### config.mk
export PLATFORM = sky130hd
export DESIGN_NAME = vmv_div
export DESIGN_NICKNAME = d
export VERILOG_FILES = /design/src/sv/vmv_pkg.sv /design/src/sv/vmv_div.sv
export SDC_FILE = /design/constraint.sdc
export NUM_CORES = 1
export LEC_CHECK = 0
export BUFFER_PORTS_ARGS = -buffer_cell sky130_fd_sc_hd__buf_2
export CAP_MARGIN = 20
export CELL_PAD_IN_SITES_DETAIL_PLACEMENT = 1
export CELL_PAD_IN_SITES_GLOBAL_PLACEMENT = 1
export CORE_MARGIN = 5
export CORE_UTILIZATION = 40
export CTS_CLUSTER_DIAMETER = 100
export DETAILED_ROUTE_END_ITERATION = 6
export PLACE_DENSITY_LB_ADDON = 0.1
export SKIP_LAST_GASP = 1
export SYNTH_ARGS = -nofsm -noshare
export SYNTH_HDL_FRONTEND = slang
export SYNTH_SLANG_ARGS = --single-unit
### constraint.sdc
create_clock -name clk -period 3.25 [get_ports clk]
set_clock_uncertainty 0.05 [all_clocks]
set_input_delay 0.975 -clock clk [delete_from_list [all_inputs] [get_ports clk]]
set_output_delay 0.975 -clock clk [all_outputs]
set_load 0.01 [all_outputs]
### src/sv/vmv_pkg.sv
// Package with the sizes, types and sequencer states of the mean and variance block.
`default_nettype none

package vmv_pkg;

    localparam int MAX_VECTORS  = 1024;
    localparam int DIMENSIONS   = 7;
    localparam int SAMPLE_WIDTH = 24;

    localparam int ADDR_W = $clog2(MAX_VECTORS);
    localparam int CNT_W  = $clog2(MAX_VECTORS + 1);
    localparam int DIM_W  = 3;
    localparam int SUM_W  = SAMPLE_WIDTH + ADDR_W;
    localparam int SQ_W   = 2 * SAMPLE_WIDTH;
    localparam int ACC_W  = SQ_W + ADDR_W;
    localparam int VAR_W  = 48;

    typedef logic signed [SAMPLE_WIDTH-1:0] sample_t;
    typedef sample_t [DIMENSIONS-1:0]       row_t;
    typedef logic [DIM_W-1:0]               dim_t;
    typedef logic [VAR_W-1:0]               var_t;
    typedef logic [CNT_W-1:0]               count_t;
    typedef logic [ACC_W-1:0]               wide_t;

    typedef enum logic [2:0] {
        ST_LOAD,
        ST_START,
        ST_MEAN,
        ST_PASS,
        ST_VDIV,
        ST_EMIT
    } vmv_state_t;

endpackage

`default_nettype wire

### src/sv/vmv_div.sv
// Bit-serial restoring divider shared by the mean and variance computations.
`default_nettype none

module vmv_div (
    input  wire                  clk,
    input  wire                  rst_n,
    input  wire                  start,
    input  wire vmv_pkg::wide_t  dividend,
    input  wire vmv_pkg::count_t divisor,
    output logic                 done,
    output vmv_pkg::wide_t       quotient
);
    import vmv_pkg::*;

    localparam int STEP_W = $clog2(ACC_W);

    logic              busy_reg;
    logic              done_reg;
    logic [STEP_W-1:0] step_reg;
    logic [CNT_W-1:0]  rem_reg;
    wide_t             quo_reg;
    logic [CNT_W:0]    rem_shift;
    logic              fits;
    logic [CNT_W:0]    rem_next;

    always_comb
    begin
        rem_shift = {rem_reg, quo_reg[ACC_W-1]};
        fits      = rem_shift >= {1'b0, divisor};
        rem_next  = fits ? rem_shift - {1'b0, divisor} : rem_shift;
    end

    always_ff @(posedge clk or negedge rst_n)
    begin
        if (!rst_n)
        begin
            busy_reg <= 1'b0;
            done_reg <= 1'b0;
            step_reg <= '0;
        end
        else
        begin
            done_reg <= 1'b0;
            if (start)
            begin
                busy_reg <= 1'b1;
                step_reg <= '0;
            end
            else if (busy_reg)
            begin
                step_reg <= step_reg + 1'b1;
                if (step_reg == STEP_W'(ACC_W - 1))
                begin
                    busy_reg <= 1'b0;
                    done_reg <= 1'b1;
                end
            end
        end
    end

    always_ff @(posedge clk)
    begin
        if (start)
        begin
            rem_reg <= '0;
            quo_reg <= dividend;
        end
        else if (busy_reg)
        begin
            rem_reg <= rem_next[CNT_W-1:0];
            quo_reg <= {quo_reg[ACC_W-2:0], fits};
        end
    end

    assign done     = done_reg;
    assign quotient = quo_reg;

endmodule

`default_nettype wire

==> results_dict.tcl <==
set metrics [dict create \
    status "finished, final reports clean" \
    rr_endpoint "rem_reg[7]" \
    first_pass_iters 4 \
    power_frac_comb_pct 30.9 \
    crit_slowest_cell "o21ai_2" \
    routed_wl_um 9700 \
    holdWs_ns 0.412 \
    drc 0 \
    insertion_delay_ns 0.34 \
    cts-root-buf "clkbuf_8" \
    die_w_um 109 \
    r2r_cells 10 \
    leakage_nw 2.18 \
    reg2reg_from "quotient[57]" \
    cts_tree "yes" \
    n_fill_cell 1096 \
    final-hold-violation-count 0 \
    finalWorstSetupSlack_ns 0.313 \
    final_area_um2 4990 \
    ios 131 \
    postCtsSetupBuffers 0 \
    crit_path_start_kind "primary input" \
    vdd_drop_max_mv 0.253 \
    largest_reg_flops 58 \
    syn_nets 383 \
    coreArea_um2 9640 \
    intPower_mw 2.12 \
    antenna_found_initial 1 \
    synth-main-ff-cell "edfxtp_1" \
    initial_core_util_pct 40.5 \
    die_h_um 109 \
    instances_no_fill 577 \
    avgSynthCellArea_um2 13.1 \
    async_reset_ff_share_pct 10.4 \
    switching_share_pct 30.7 \
    clockPowerShare_pct 26.5 \
    grt_pass1_vias 3018 \
    fmaxAchievable_mhz 340 \
    arrival_ns 3.08 \
    hp-class "in2async" \
    yosys_warnings 0 \
    critPathBufInv 2 \
    endpoint_kind "flop" \
    synth_area_um2 3900 \
    placementRows 36 \
    nets 525 \
    grt_overflow 0 \
    cpPeakStageDelay_ns 0.43 \
    finalCritPeriodShare_pct 90.4 \
    crit_fanout 11 \
    grt_pass1_wl_um 15300 \
    viasPerCell 4.98 \
    cp.required_ns 3.39 \
    yosysTopAreaCell "edfxtp_1" \
    seq_area_frac_synth_pct 55.4 \
    cts_num_sinks 77 \
    p_sw_uw 938 \
    dieArea_um2 11800 \
    worst_pin_slew_ns 0.760 \
    drt_iter0_drc 122 \
    ys_types 47 \
    synth_cells 297 \
    dpl.hpwl_um 7210 \
    holdBufCountCts 0 \
    place_congestion 0.796 \
    clkTransAtPathRegs_ns 0.08 \
    htree_levels 3 \
    wl_per_cell_um 16.8 \
    place_ws_ns -0.0391 \
    setup_viol 0 \
    path_class "in2reg" \
    cts_made_buffers 9 \
    power_density_nw_per_um2 612 \
    ys_ff_latch 77 \
    synth_top_area_share_pct 44.7 \
    track_usage_pct 16.7 \
    port_buffers 130 \
    critical-path-top-delay-family "compound AO/OA/AOI/OAI gates" \
    drive_gt1_share_pct 52.3 \
    post-place-cells 561 \
    final_core_utilization_pct 51.8 \
    worst_slew_margin_rel_pct 49.3 \
    ant_nets 0 \
    period_needed_ns 2.94 \
    placed_area_um2 4770 \
    cts_resized 0 \
    worst-r2r-setup-slack_ns 0.61 \
    report.final.slew_viol_count 0 \
    clk_path_buf_depth 2 \
    crit_top_cell "o21ai_2" \
    grt_max_degree 63 \
    p_seq_share_pct 42.6 \
    synth_common_cells "edfxtp_1, mux2_2, nor2_1, inv_1, ha_1" \
    path_cells "buf_2 -> ha_1 -> fa_1 -> nor2b_1 -> o31a_1 -> o21ai_2 -> o21ai_2 -> buf_4 -> mux2i_1 -> a211oi_1" \
    netlist_top_cells_area "edfxtp_1, mux2_2, dfxtp_1" \
    rsz0062_at_grt "false" \
    diodes 0 \
    vias 2876 \
    area_delta_synth_final_pct 28.0 \
    drv_cap 0 \
    synth_edf_count 58 \
]
layout by cell type, fill, tap and decap left out, types with 7 or more instances in the layout:
cell	n
a211oi_1	8
inv_1	15
dfrtp_1	8
nand2_1	9
buf_2	130
edfxtp_1	58
mux2_2	58
ha_1	13
nor2_1	22
buf_4	15
clkbuf_8	9
dfxtp_1	11
mux2i_1	7
o21ai_0	11
routing by layer:
layer | GRT usage, % | share of wire (%)
met5 | 0 | 0.072
met4 | 4.87 | 0.76
met3 | 5.39 | 7.2
met2 | 28.3 | 51
met1 | 20.5 | 41
final cells by class:
class	count	area, µm²	area share, %
flip-flops and latches	77	2160	43.3
multi-input cells	189	1610	32.2
repair buffers	145	763	15.3
well taps	133	166	3.33
clock buffers	9	124	2.48
clock inverters	7	98.8	1.98
inverters	17	68.8	1.38
stage by stage:
stage          total power [mW]  TNS [ns]
6_report                   3.06         0
5_1_grt                    3.25         0
4_1_cts                    3.10         0
3_5_place_dp               2.28    -0.140
3_3_place_gp               2.26         0
2_1_floorplan              1.93         0
worst max path at each step:
stage	from	endpoint	slack (ns)	depth (start not counted)
detailed placement	divisor[0]	rem_reg[2]	-0.04	10
CTS	divisor[0]	rem_reg[7]	0.30	10
finish	divisor[0]	rem_reg[7]	0.31	10
floorplan	start	quotient[0]	0.16	5
global placement	divisor[0]	rem_reg[7]	0.08	10
global route	divisor[0]	rem_reg[7]	0.17	10
power groups by stage:
stage	Combinational (mW)	Clock, mW	Sequential (mW)
final	0.945	0.811	1.30
after CTS	0.962	0.832	1.31
after detailed placement	0.951	0	1.32
after global routing	1.05	0.882	1.32
after global placement	0.933	0	1.32
after floorplan	0.585	0	1.34
cell families after synthesis:
group                    synth area share (%)
buffers and inverters                    3.27
AND/OR/NAND/NOR                          8.47
AO/OA/AOI/OAI                            7.19
adder cells (fa/ha/maj)                  4.68
flip-flops                               55.4
XOR/XNOR                                 2.02
multiplexers                             18.9
worst register-to-register path: cells and delay by family, from the launching register on:
kind / cells / cell delay (ns)
multiplexers: 1 / 0.19
AO/OA/AOI/OAI: 4 / 0.78
buffers and inverters: 2 / 0.33
AND/OR/NAND/NOR: 1 / 0.18
adder cells (fa/ha/maj): 2 / 0.61
flip-flops: 1 / 0.35
No activity file was read; power rests on OpenSTA's default activity.
